==> src/hw/rtl/rbd_pkg.sv <==
`timescale 1ns / 1ps
`default_nettype none
// ----------------------------------------------------------------------------
// rbd_pkg
// Shared types and constants of the ring buffer deque.
// ----------------------------------------------------------------------------
package rbd_pkg;

    localparam int CMD_W  = 3;
    localparam int DATA_W = 32;
    localparam int POS_W  = 4;
    localparam int CAP_W  = 5;

    typedef enum logic [CMD_W-1:0] {
        CMD_PUSH_FRONT = 3'd0,
        CMD_PUSH_BACK  = 3'd1,
        CMD_POP_FRONT  = 3'd2,
        CMD_POP_BACK   = 3'd3,
        CMD_READ_AT    = 3'd4,
        CMD_CLEAR      = 3'd5
    } cmd_t;

endpackage
`default_nettype wire

==> src/hw/rtl/rbd_cell.sv <==
`timescale 1ns / 1ps
`default_nettype none
// ----------------------------------------------------------------------------
// rbd_cell
// One ring slot plus one stage of the read chain toward cell zero.
// ----------------------------------------------------------------------------
module rbd_cell #(
    parameter int IDX_W = 4,
    parameter int W     = 32,
    parameter int INDEX = 0
) (
    input  logic             clk,
    input  logic             wr_en,
    input  logic [IDX_W-1:0] wr_idx,
    input  logic [W-1:0]     wr_data,
    input  logic [IDX_W-1:0] rd_sel,
    input  logic [W-1:0]     bus_in,
    output logic [W-1:0]     bus_out
);

    localparam logic [IDX_W-1:0] MY_IDX = IDX_W'(INDEX);

    logic [W-1:0] slot_reg;
    logic [W-1:0] slot_next;
    logic [W-1:0] bus_reg;
    logic [W-1:0] bus_next;

    always_comb
    begin
        slot_next = slot_reg;
        if (wr_en && (wr_idx == MY_IDX))
        begin
            slot_next = wr_data;
        end
        // selected cell injects its slot, the others pass the neighbor on
        bus_next = (rd_sel == MY_IDX) ? slot_reg : bus_in;
    end

    always_ff @(posedge clk)
    begin
        slot_reg <= slot_next;
        bus_reg  <= bus_next;
    end

    assign bus_out = bus_reg;

endmodule
`default_nettype wire

==> src/hw/rtl/ring_buffer_deque_top.sv <==
`timescale 1ns / 1ps
`default_nettype none
// ----------------------------------------------------------------------------
// ring_buffer_deque_top
// Double-ended queue over a row of slot cells with a configurable ring size.
//
// channel   direction  handshake             fields
// command   in         start / busy          command, element_data, position
// result    out        done (one cycle)      success, read_data, fill_count,
//                                            is_empty, is_full
// config    in         cfg_we                cfg_data (capacity in use)
//
// push, pop, clear and unknown codes leave busy low; a new item may follow
// in the next cycle and the result strobes in the cycle after acceptance.
// read at walks position steps around the ring (ST_WALK), then waits while
// the slot ripples down the cell chain (ST_SHIFT) and takes it from cell
// zero (ST_FETCH), with busy high meanwhile.
// reset empties the deque and sets the capacity to 16; slot contents are
// not cleared. a capacity write also empties the deque.
// the receiver cannot stall; done is high for exactly one cycle per item.
// ----------------------------------------------------------------------------
module ring_buffer_deque_top #(
    parameter int DEPTH        = 16,
    parameter int ELEMENT_BITS = 32
) (
    input  logic                      clk,
    input  logic                      rst_n,
    input  logic                      start,
    output logic                      busy,
    input  logic [rbd_pkg::CMD_W-1:0]  command,
    input  logic [rbd_pkg::DATA_W-1:0] element_data,
    input  logic [rbd_pkg::POS_W-1:0]  position,
    input  logic                      cfg_we,
    input  logic [rbd_pkg::CAP_W-1:0]  cfg_data,
    output logic                      done,
    output logic                      success,
    output logic [rbd_pkg::DATA_W-1:0] read_data,
    output logic [rbd_pkg::CAP_W-1:0]  fill_count,
    output logic                      is_empty,
    output logic                      is_full
);

    import rbd_pkg::*;

    localparam int IDX_W   = (DEPTH > 1) ? $clog2(DEPTH) : 1;
    localparam int STORE_W = (ELEMENT_BITS < DATA_W) ? ELEMENT_BITS : DATA_W;
    localparam int CMP_W   = ((IDX_W > CAP_W) ? IDX_W : CAP_W) + 1;

    typedef enum logic [3:0] {
        ST_IDLE  = 4'b0001,
        ST_WALK  = 4'b0010,
        ST_SHIFT = 4'b0100,
        ST_FETCH = 4'b1000
    } state_t;

    state_t               state_reg, state_next;
    logic [CAP_W-1:0]     cap_reg, cap_next;
    logic [IDX_W-1:0]     front_reg, front_next;
    logic [IDX_W-1:0]     back_reg, back_next;
    logic [CAP_W-1:0]     count_reg, count_next;
    logic [IDX_W-1:0]     walk_idx_reg, walk_idx_next;
    logic [POS_W-1:0]     walk_cnt_reg, walk_cnt_next;
    logic [IDX_W-1:0]     shift_cnt_reg, shift_cnt_next;
    logic [POS_W-1:0]     pos_reg, pos_next;
    logic                 done_reg, done_next;
    logic                 success_reg, success_next;
    logic [DATA_W-1:0]    read_data_reg, read_data_next;
    logic [CAP_W-1:0]     fill_count_reg, fill_count_next;
    logic                 is_empty_reg, is_empty_next;
    logic                 is_full_reg, is_full_next;

    logic [CAP_W-1:0]     eff_cap;
    logic                 full;
    logic                 accept;
    logic                 wr_en;
    logic [IDX_W-1:0]     wr_idx;
    logic [STORE_W-1:0]   wr_data;
    logic [STORE_W-1:0]   bus [DEPTH];

    function automatic logic [IDX_W-1:0] step_fwd(input logic [IDX_W-1:0] idx,
                                                  input logic [CAP_W-1:0] cap);
        logic [CMP_W-1:0] nxt;
        nxt = CMP_W'(idx) + CMP_W'(1);
        if (nxt >= CMP_W'(cap))
        begin
            return '0;
        end
        return nxt[IDX_W-1:0];
    endfunction

    function automatic logic [IDX_W-1:0] step_bwd(input logic [IDX_W-1:0] idx,
                                                  input logic [CAP_W-1:0] cap);
        logic [CAP_W-1:0] top;
        top = cap - CAP_W'(1);
        if (idx == '0)
        begin
            return IDX_W'(top);
        end
        return idx - IDX_W'(1);
    endfunction

    always_comb
    begin
        if (cap_reg == '0)
        begin
            eff_cap = CAP_W'(1);
        end
        else if (int'(cap_reg) > DEPTH)
        begin
            eff_cap = CAP_W'(DEPTH);
        end
        else
        begin
            eff_cap = cap_reg;
        end
    end

    assign full    = (count_reg >= eff_cap);
    assign busy    = (state_reg != ST_IDLE);
    assign accept  = start && !busy;
    assign wr_data = element_data[STORE_W-1:0];

    always_comb
    begin
        state_next      = state_reg;
        cap_next        = cap_reg;
        front_next      = front_reg;
        back_next       = back_reg;
        count_next      = count_reg;
        walk_idx_next   = walk_idx_reg;
        walk_cnt_next   = walk_cnt_reg;
        shift_cnt_next  = shift_cnt_reg;
        pos_next        = pos_reg;
        done_next       = 1'b0;
        success_next    = success_reg;
        read_data_next  = read_data_reg;
        fill_count_next = fill_count_reg;
        is_empty_next   = is_empty_reg;
        is_full_next    = is_full_reg;
        wr_en           = 1'b0;
        wr_idx          = front_reg;

        priority if (cfg_we)
        begin
            cap_next   = cfg_data;
            front_next = '0;
            back_next  = '0;
            count_next = '0;
        end
        else if (state_reg == ST_IDLE)
        begin
            if (accept)
            begin
                success_next   = 1'b0;
                read_data_next = '0;
                unique case (command)
                    CMD_PUSH_FRONT:
                    begin
                        if (!full)
                        begin
                            front_next = step_bwd(front_reg, eff_cap);
                            if (count_reg == '0)
                            begin
                                back_next = front_next;
                            end
                            wr_en        = 1'b1;
                            wr_idx       = front_next;
                            count_next   = count_reg + CAP_W'(1);
                            success_next = 1'b1;
                        end
                    end
                    CMD_PUSH_BACK:
                    begin
                        if (!full)
                        begin
                            back_next = step_fwd(back_reg, eff_cap);
                            if (count_reg == '0)
                            begin
                                front_next = back_next;
                            end
                            wr_en        = 1'b1;
                            wr_idx       = back_next;
                            count_next   = count_reg + CAP_W'(1);
                            success_next = 1'b1;
                        end
                    end
                    CMD_POP_FRONT:
                    begin
                        if (count_reg != '0)
                        begin
                            front_next   = step_fwd(front_reg, eff_cap);
                            count_next   = count_reg - CAP_W'(1);
                            success_next = 1'b1;
                        end
                    end
                    CMD_POP_BACK:
                    begin
                        if (count_reg != '0)
                        begin
                            back_next    = step_bwd(back_reg, eff_cap);
                            count_next   = count_reg - CAP_W'(1);
                            success_next = 1'b1;
                        end
                    end
                    CMD_READ_AT:
                    begin
                        state_next    = ST_WALK;
                        walk_idx_next = front_reg;
                        walk_cnt_next = position;
                        pos_next      = position;
                    end
                    CMD_CLEAR:
                    begin
                        front_next   = '0;
                        back_next    = '0;
                        count_next   = '0;
                        success_next = 1'b1;
                    end
                    default:
                    begin
                    end
                endcase
                if (command != CMD_READ_AT)
                begin
                    done_next       = 1'b1;
                    fill_count_next = count_next;
                    is_empty_next   = (count_next == '0);
                    is_full_next    = (count_next == eff_cap);
                end
            end
        end
        else
        begin
            unique case (state_reg)
                ST_WALK:
                begin
                    if (walk_cnt_reg == '0)
                    begin
                        state_next     = ST_SHIFT;
                        shift_cnt_next = walk_idx_reg;
                    end
                    else
                    begin
                        walk_idx_next = step_fwd(walk_idx_reg, eff_cap);
                        walk_cnt_next = walk_cnt_reg - POS_W'(1);
                    end
                end
                ST_SHIFT:
                begin
                    if (shift_cnt_reg == '0)
                    begin
                        state_next = ST_FETCH;
                    end
                    else
                    begin
                        shift_cnt_next = shift_cnt_reg - IDX_W'(1);
                    end
                end
                ST_FETCH:
                begin
                    state_next      = ST_IDLE;
                    done_next       = 1'b1;
                    success_next    = (CAP_W'(pos_reg) < count_reg);
                    read_data_next  = DATA_W'(bus[0]);
                    fill_count_next = count_reg;
                    is_empty_next   = (count_reg == '0);
                    is_full_next    = (count_reg == eff_cap);
                end
                default:
                begin
                    state_next = ST_IDLE;
                end
            endcase
        end
    end

    always_ff @(posedge clk or negedge rst_n)
    begin
        if (!rst_n)
        begin
            state_reg <= ST_IDLE;
            cap_reg   <= CAP_W'(16);
            front_reg <= '0;
            back_reg  <= '0;
            count_reg <= '0;
            done_reg  <= 1'b0;
        end
        else
        begin
            state_reg <= state_next;
            cap_reg   <= cap_next;
            front_reg <= front_next;
            back_reg  <= back_next;
            count_reg <= count_next;
            done_reg  <= done_next;
        end
    end

    always_ff @(posedge clk)
    begin
        walk_idx_reg   <= walk_idx_next;
        walk_cnt_reg   <= walk_cnt_next;
        shift_cnt_reg  <= shift_cnt_next;
        pos_reg        <= pos_next;
        success_reg    <= success_next;
        read_data_reg  <= read_data_next;
        fill_count_reg <= fill_count_next;
        is_empty_reg   <= is_empty_next;
        is_full_reg    <= is_full_next;
    end

    // slot cells, read chain runs from the last cell down to cell zero
    for (genvar i = 0; i < DEPTH; i++)
    begin : g_cell
        logic [STORE_W-1:0] bus_in;
        if (i == DEPTH - 1)
        begin : g_last
            assign bus_in = '0;
        end
        else
        begin : g_mid
            assign bus_in = bus[i+1];
        end
        rbd_cell #(
            .IDX_W (IDX_W),
            .W     (STORE_W),
            .INDEX (i)
        ) u_cell (
            .clk     (clk),
            .wr_en   (wr_en),
            .wr_idx  (wr_idx),
            .wr_data (wr_data),
            .rd_sel  (walk_idx_reg),
            .bus_in  (bus_in),
            .bus_out (bus[i])
        );
    end

    assign done       = done_reg;
    assign success    = success_reg;
    assign read_data  = read_data_reg;
    assign fill_count = fill_count_reg;
    assign is_empty   = is_empty_reg;
    assign is_full    = is_full_reg;

    a_count_in_cap: assert property (@(posedge clk) disable iff (!rst_n)
        count_reg <= eff_cap)
        else $error("fill count above capacity");

    a_index_in_ring: assert property (@(posedge clk) disable iff (!rst_n)
        (CMP_W'(front_reg) < CMP_W'(eff_cap)) && (CMP_W'(back_reg) < CMP_W'(eff_cap)))
        else $error("ring index outside capacity");

    a_done_when_idle: assert property (@(posedge clk) disable iff (!rst_n)
        done |-> !busy)
        else $error("result strobed while busy");

    a_read_goes_busy: assert property (@(posedge clk) disable iff (!rst_n)
        (start && !busy && !cfg_we && (command == CMD_READ_AT)) |=> (busy && !done))
        else $error("read at did not start a walk");

    a_short_cmd_done: assert property (@(posedge clk) disable iff (!rst_n)
        (start && !busy && !cfg_we && (command != CMD_READ_AT)) |=> (done && !busy))
        else $error("single cycle item gave no result");

endmodule
`default_nettype wire

==> config.mk <==
export PLATFORM = sky130hd
export DESIGN_NAME = ring_buffer_deque_top
export DESIGN_NICKNAME = d
export VERILOG_FILES = /design/src/hw/rtl/rbd_pkg.sv /design/src/hw/rtl/rbd_cell.sv /design/src/hw/rtl/ring_buffer_deque_top.sv
export SDC_FILE = /design/constraint.sdc
export NUM_CORES = 1
export LEC_CHECK = 0
export BUFFER_PORTS_ARGS = -buffer_cell sky130_fd_sc_hd__buf_2
export CORE_UTILIZATION = 55
export DETAILED_ROUTE_END_ITERATION = 6
export PLACE_DENSITY_LB_ADDON = 0.08
export RECOVER_POWER = 25
export SLEW_MARGIN = 5
export SYNTH_ARGS = -nofsm -noshare
export SYNTH_HDL_FRONTEND = slang
export SYNTH_SLANG_ARGS = --single-unit
==> constraint.sdc <==
create_clock -name clk -period 7.74 [get_ports clk]
set_input_delay 1.161 -clock clk [delete_from_list [all_inputs] [get_ports clk]]
set_output_delay 1.161 -clock clk [all_outputs]
set_load 0.01 [all_outputs]
==> results of run 1 <==
[cell usage after synthesis (all sizes together), types with 8 or more instances]
| master | number | area share |
|---|---|---|
| a211oi | 8 | 0.0019 |
| a21oi | 24 | 0.0033 |
| and2 | 38 | 0.0065 |
| buf | 51 | 0.0055 |
| clkbuf | 27 | 0.0028 |
| dfrtp | 21 | 0.014 |
| dfxtp | 512 | 0.28 |
| edfxtp | 568 | 0.46 |
| ha | 33 | 0.011 |
| inv | 36 | 0.0037 |
| mux2 | 486 | 0.15 |
| nand2 | 59 | 0.0060 |
| nand2b | 14 | 0.0026 |
| nand3 | 16 | 0.0025 |
| nor2 | 29 | 0.0033 |
| nor2b | 40 | 0.0070 |
| nor3 | 24 | 0.0033 |
| o21ai | 31 | 0.0043 |
| xnor2 | 10 | 0.0024 |
[routing by layer]
layer	track usage	vias to the layer above	routed length, um
met4	0.05783	0	1467
met1	0.3180	8972	35110
li1	-	8152	-
met2	0.3427	333	33440
met5	0	-	0
met3	0.03380	100	2583
[metrics by stage]
step                setup WS, ns  hold slack, ns  power [W]    util
global route               3.031          0.4422    0.01571  0.6339
global placement           3.219          0.4240    0.01004  0.5806
finish                     3.297          0.4403    0.01506  0.6339
detailed placement         3.171          0.4296    0.01006  0.5806
CTS                        3.216          0.4415    0.01522  0.6345
floorplan                  1.467          0.4203   0.009284       -
[path summary, 6_finish.rpt]
path | slack, ns | to | depth (start not counted) | start
min in group asynchronous | 0.92 | count_reg[3] | 1 | rst_n
setup / recovery | 3.30 | g_cell[0].u_cell.slot_reg[20] | 10 | cap_reg[4]
hold / removal | 0.44 | g_cell[2].u_cell.bus_out[11] | 1 | g_cell[3].u_cell.bus_out[11]
setup reg to reg | 3.30 | g_cell[0].u_cell.slot_reg[20] | 10 | cap_reg[4]
max in group asynchronous | 5.87 | front_reg[2] | 1 | rst_n
hold reg to reg | 0.44 | g_cell[2].u_cell.bus_out[11] | 1 | g_cell[3].u_cell.bus_out[11]
[cells in the final DEF, fill, tap and decap left out, types with 12 or more instances in the layout]
master	Yosys	layout
a21oi_1	24	24
and2_1	38	34
buf_2	5	58
buf_4	1	23
clkbuf_1	27	57
clkbuf_16	0	106
clkbuf_8	0	15
clkinv_2	0	18
dfrtp_1	21	21
dfxtp_1	512	512
edfxtp_1	568	568
ha_1	33	33
inv_1	34	34
mux2_2	486	486
nand2_1	59	51
nand2b_1	13	13
nand3_1	15	12
nor2_1	26	26
nor2b_1	39	39
nor3_1	24	12
nor3_2	0	12
o21ai_0	25	25
[worst reg2reg max path, delay by kind of cell, from the launching register on]
| kind | cells | cell delay, ns |
|---|---|---|
| adder cells (fa/ha/maj) | 1 | 0.32 |
| AO/OA/AOI/OAI | 2 | 0.75 |
| flip-flops | 1 | 0.58 |
| multiplexers | 1 | 0.50 |
| buffers and inverters | 1 | 0.47 |
| AND/OR/NAND/NOR | 5 | 1.43 |
[cell families after synthesis]
group / count (synthesis)
flip-flops: 1103
AO/OA/AOI/OAI: 131
adder cells (fa/ha/maj): 36
buffers and inverters: 114
AND/OR/NAND/NOR: 252
XOR/XNOR: 15
multiplexers: 489
[report_power, final]
group | leakage (nW) | internal, W | switching, W
sequential | 9.66 | 0.00731 | 0.000356
combinational | 4.17 | 0.00115 | 0.00112
clock | 1.73 | 0.00301 | 0.00211
[area by class of cell]
cell class | instances | area, um^2 | area share
Timing Repair Buffer | 112 | 579.3 | 0.01385
Tap cell | 864 | 1081 | 0.02585
Clock inverter | 48 | 598.1 | 0.01430
Inverter | 36 | 137.6 | 0.003291
Sequential cell | 1103 | 27880 | 0.6667
Clock buffer | 147 | 2957 | 0.07069
Multi-Input combinational cell | 923 | 8589 | 0.2054
==> metrics.cfg, run 1 <==
[outcome]
status = finished with violations
violations = design-rule violations, max-capacitance violations, max-slew violations

[floorplanning]
die_width_um = 260.6
die_area_mm2 = 0.06790
die_h_um = 260.6
boundaryPins = 90
start_util = 0.5573
core_mm2 = 0.06598
rows = 94

[yosys]
synth_fa_ha_area_frac = 0.01208
synth_compound_area_frac = 0.02633
synth-simple-area-share = 0.03804
avgSynthCellArea_um2 = 17.18
synth_mux_area_frac = 0.1497
synthFlopType = edfxtp_1
ys_ff_latch = 1103
ys_types = 83
yosysWarnings = 0
syn-cell-area_mm2 = 0.03677
ys_seq_area_frac = 0.7583
syn_inst = 2140
synthArstFlopShare = 0.02085
synth_top_family_by_area = multiplexers
synth_edf_count = 568
synth_xor_area_frac = 0.003573
synth_fp_nets = 2221

[global_route]
grt_pass1_wl_um = 110700
antenna_found_initial = 1
grt_util_all_layers = 0.2183
grt_max_degree = 56
grt_pass1_vias = 18210
grt_overflow_total = 0

[critical_path]
worst_setup_path_end_kind = flip-flop
critPathKind = reg2reg
crit_arrival_ns = 4.72
slowest_delay_ns = 0.58
cp_top_family = simple AND/OR/NAND/NOR gates
slowest_stage = dfstp_2
cp_max_fo = 32
worstPathRequired_ns = 8.02
crit_buf_inv = 1
cp_cell_sequence = nand2b_1 -> ha_1 -> a211oi_1 -> o221a_2 -> nand3_4 -> nor2_4 -> mux2i_2 -> or3b_1 -> nor3_2 -> buf_4
startpoint_type = flip-flop

[placement]
placed_cells = 3038
place_congestion = 0.8458
placed_area_mm2 = 0.03831
port_buffers = 89
hpwl_um = 43760

[drt]
drc = 13
dr.pass1.iters = 7
drt-total-wl_um = 72600
drt_iter0_markers = 1035
ant_nets = 0
viasPerCell = 5.431
num_vias = 17560
wl_per_cell_um = 22.46

[layout]
nets = 2362
final_cells = 3233
stdcell_area_mm2 = 0.04183
area_growth_pct = 13.74
nFillCells = 4752
antenna_cells = 0
drive_above_1_share = 0.3326

[sta]
fin_crit_sh = 0.5741
slew_headroom = -0.08001
setup_viol = 0
grt_setup_unrepaired = no
fin_crit_ns = 4.443
maxSlewViolCount = 24
fmax_ghz = 0.2251
hold_viol = 0
clock_skew_ns = 0.02837
finalSetupTns_ns = 0
tightestPinTransition_ns = 1.620

[power_and_ir_drop]
ir_drop_mv = 0.2478
p_leak_nw = 15.56
p_per_area_mw_per_mm2 = 360.1

[clocking]
cts_tree = done
cts_buffers = 105
clock_sink_count = 1103
cts_max_path_buffers = 3
post_cts_buffers = 0
ctsResizeCount = 0
clk_root_buffer_cell = clkbuf_16
clock_latency_ns = 0.66
clkTransAtPathRegs_ns = 0.06
cts.htree.levels = 3
cts_hold_buf = 0

[job]
drv_cap = 1

[min_path]
hp-class = reg2reg

(Power assumes the default switching activity.)
==> run 2, diff against run 1 <==
Settings changed: ABC_AREA from default to 1.
Clock period 7.74 ns to 3.6 ns, I/O delays scaled along.
==> metrics.cfg, run 2 <==
[critical_path]
slowest_stage = dfrtp_2
cp_cell_sequence = nor2_4 -> nand2_4 -> nand2_4 -> inv_2 -> nor2_4 -> inv_1 -> ha_1 -> nand2_1 -> nor2_1 -> nand2_1 -> nand2_2 -> nor2_4 -> buf_6 -> nand2_2 -> a21oi_2 -> nand2_1 -> nand3_2 -> nand2_1 -> nand2_2 -> nand3_4 -> nor2_4 -> buf_12 -> clkbuf_16
worstPathRequired_ns = 3.96  ; -4.06 ns
r2r_setup_slack_ns = 0.16  ; -3.14 ns
critPathKind = reg2reg
cp_max_fo = 8  ; -75%
slowest_delay_ns = 0.44  ; -0.14 ns
r2r-start = cap_reg[2]
rr_endpoint = g_cell[0].u_cell.slot_reg[11]
r2r.worst_path.cells = 23  ; +13
cp_top_family = simple AND/OR/NAND/NOR gates
crit_arrival_ns = 3.80  ; -0.92 ns
startpoint_type = flip-flop
worst_setup_path_end_kind = flip-flop
crit_buf_inv = 5  ; +4

[min_path]
min_from = position[0]
hp-class = in2reg
hold_depth = 1  ; unchanged
min_to = pos_reg[0]

[global_route]
grt_pass1_vias = 18410  ; +1.1%
grt_overflow_total = 0  ; unchanged
grt_max_degree = 50  ; -11%
grt_pass1_wl_um = 103600  ; -6.5%
antenna_found_initial = 0  ; -1
grt_util_all_layers = 0.1970  ; -0.02129

[floorplanning]
boundaryPins = 90  ; unchanged
die_width_um = 261.0  ; +0.18%
start_util = 0.5584  ; +0.001034
rows = 94  ; unchanged
die_area_mm2 = 0.06814  ; +0.36%
core_mm2 = 0.06610  ; +0.18%
die_h_um = 261.0  ; +0.18%

[yosys]
synthTopCellsByCount = 568 x edfxtp_1, 512 x dfxtp_1, 480 x mux2_2
syn-cell-area_mm2 = 0.03691  ; +0.36%
synthFlopType = edfxtp_1
yosysWarnings = 0  ; unchanged
synthArstFlopShare = 0.02085  ; unchanged
ys_types = 42  ; -49%
synth.area.top_cells = edfxtp_1 46%, dfxtp_1 28%, mux2_2 15%
synth_top_area_share = 0.4621  ; -0.001682
synth_edf_count = 568  ; unchanged
yosys.area.top_type = edfxtp_1
ys_seq_area_frac = 0.7555  ; -0.002750
synth_fp_nets = 2384  ; +7.3%
avgSynthCellArea_um2 = 16.03  ; -6.7%
ys_ff_latch = 1103  ; unchanged
yosysMostFrequentCell = edfxtp_1
syn_inst = 2303  ; +7.6%

[sta]
maxSlewViolCount = 0  ; -100%
setup_viol = 0  ; unchanged
fin_crit_ns = 3.442  ; -1.001 ns
hold_viol = 0  ; unchanged
tightestPinTransition_ns = 1.103  ; -0.5170 ns
fmax_ghz = 0.2905  ; +29%
finalSetupTns_ns = 0  ; unchanged
fin_crit_sh = 0.9562  ; +0.3822
clock_skew_ns = 0.03310  ; +0.004730 ns
slew_headroom = 0.2646  ; +0.3447

[drt]
drt_iter0_markers = 1060  ; +2.4%
dr.pass1.iters = 7  ; unchanged
wl_per_cell_um = 19.04  ; -15%
drc = 11  ; -2
drt-total-wl_um = 65520  ; -9.8%
viasPerCell = 5.078  ; -6.5%
num_vias = 17480  ; -0.47%
ant_nets = 0  ; unchanged

[layout]
layout_common_cells = 568 x edfxtp_1, 512 x dfxtp_1, 480 x mux2_2
seqCellArea_mm2 = 0.02789  ; about the same
nFillCells = 4788  ; +0.76%
multi_input_area_mm2 = 0.008427  ; -1.9%
drive_above_1_share = 0.3209  ; -0.01171
nets = 2569  ; +8.8%
mostFrequentLayoutCell = edfxtp_1
stdcell_area_mm2 = 0.04241  ; +1.4%
area_growth_pct = 14.91
antenna_cells = 0  ; unchanged

[clocking]
clock_latency_ns = 0.65  ; about the same
cts_buffers = 104  ; -0.95%
clock_sink_count = 1103  ; unchanged
clk_root_buffer_cell = clkbuf_16
clkTransAtPathRegs_ns = 0.06  ; about the same
cts_tree = done
cts_max_path_buffers = 3  ; unchanged
cts.htree.levels = 3  ; unchanged

[placement]
placed_area_mm2 = 0.03883  ; +1.4%
hpwl_um = 43290  ; -1.1%
port_buffers = 89  ; unchanged
place_congestion = 0.8627  ; +2.0%

[job]
drv_cap = 0  ; -1

[outcome]
violations = design-rule violations
status = finished with violations

[power_and_ir_drop]
p_int_w = 0.02442  ; +110%
clkPwrFrac = 0.334  ; -0.006
seqPwrFrac = 0.515  ; +0.006
p_sw_frac = 0.2352  ; -0.002880
ir_drop_mv = 0.4798  ; +94%
power_frac_comb = 0.151  ; about the same
switchingPower_w = 0.007509  ; +110%
p_per_area_mw_per_mm2 = 752.7  ; +110%
p_leak_nw = 16.39  ; +5.3%

==> run 2: timing repair <==
item	CTS	global route
buffers inserted	0	8
hold buffers	1	0
pin swaps	0	8
hold endpoints to repair	21	0
setup endpoints to repair	164	512
cloned	1	1
gates resized for setup	4	16
==> run 2: kinds of logic (layout without fill, tap and decap cells) <==
| group | after synthesis | count (layout) | synth area share |
|---|---|---|---|
| AND/OR/NAND/NOR | 372 | 372 | 0.04607 |
| buffers and inverters | 209 | 483 | 0.02237 |
| XOR/XNOR | 16 | 16 | 0.003797 |
| flip-flops | 1103 | 1103 | 0.7555 |
| AO/OA/AOI/OAI | 90 | 90 | 0.01461 |
| adder cells (fa/ha/maj) | 33 | 33 | 0.01119 |
| multiplexers | 480 | 480 | 0.1465 |
==> run 2: stage by stage <==
stage	hold slack (ns)	std cells	power, W	util	setup WS, ns
floorplan	0.2444	2303	0.01986	-	-0.4890
global placement	0.4373	3235	0.02135	0.5875	0.1436
detailed placement	0.4383	3235	0.02138	0.5875	-0.007986
CTS	0.06731	3432	0.03218	0.6400	0.03591
global route	0.1288	3441	0.03337	0.6416	-0.01903
finish	0.1541	3441	0.03192	0.6416	0.1576
==> run 2: worst reg2reg max path, delay by kind of cell (launching register included) <==
kind	cells	cell delay, ns
fa+ha+maj	1	0.27
simple gates	16	1.73
compound gates	1	0.14
buf+inv	5	0.59
flops	1	0.44
==> run 2: worst max-delay path by stage <==
stage / from / cells after the start / endpoint
after floorplan: cap_reg[3] / 21 / g_cell[10].u_cell.slot_reg[0]
final: cap_reg[2] / 23 / g_cell[0].u_cell.slot_reg[11]
after CTS: cap_reg[2] / 24 / g_cell[0].u_cell.slot_reg[5]
after global placement: cap_reg[3] / 23 / g_cell[1].u_cell.slot_reg[21]
after detailed placement: cap_reg[3] / 22 / g_cell[14].u_cell.slot_reg[22]
after global routing: cap_reg[2] / 23 / g_cell[0].u_cell.slot_reg[11]
==> run 2: area by class of cell <==
class,count,area share
Timing Repair Buffer,142,0.02493
Sequential cell,1103,0.6575
Multi-Input combinational cell,991,0.1987
Clock inverter,39,0.009618
Inverter,146,0.01298
Tap cell,864,0.02549
Clock buffer,156,0.07075
==> run 2: layer usage <==
metal  routed length [um]  GRT usage
met5                    0          0
met4                 1559    0.05911
met3                 2145    0.03087
met2                28910     0.3033
met1                32900     0.2902
==> run 2: power by group through the flow <==
stage	Clock [W]	Combinational [W]	Sequential [W]
after floorplan	0	0.00342	0.0164
after global placement	0	0.00471	0.0166
after detailed placement	0	0.00471	0.0167
after CTS	0.0109	0.00482	0.0164
after global routing	0.0114	0.00533	0.0167
final	0.0107	0.00483	0.0164
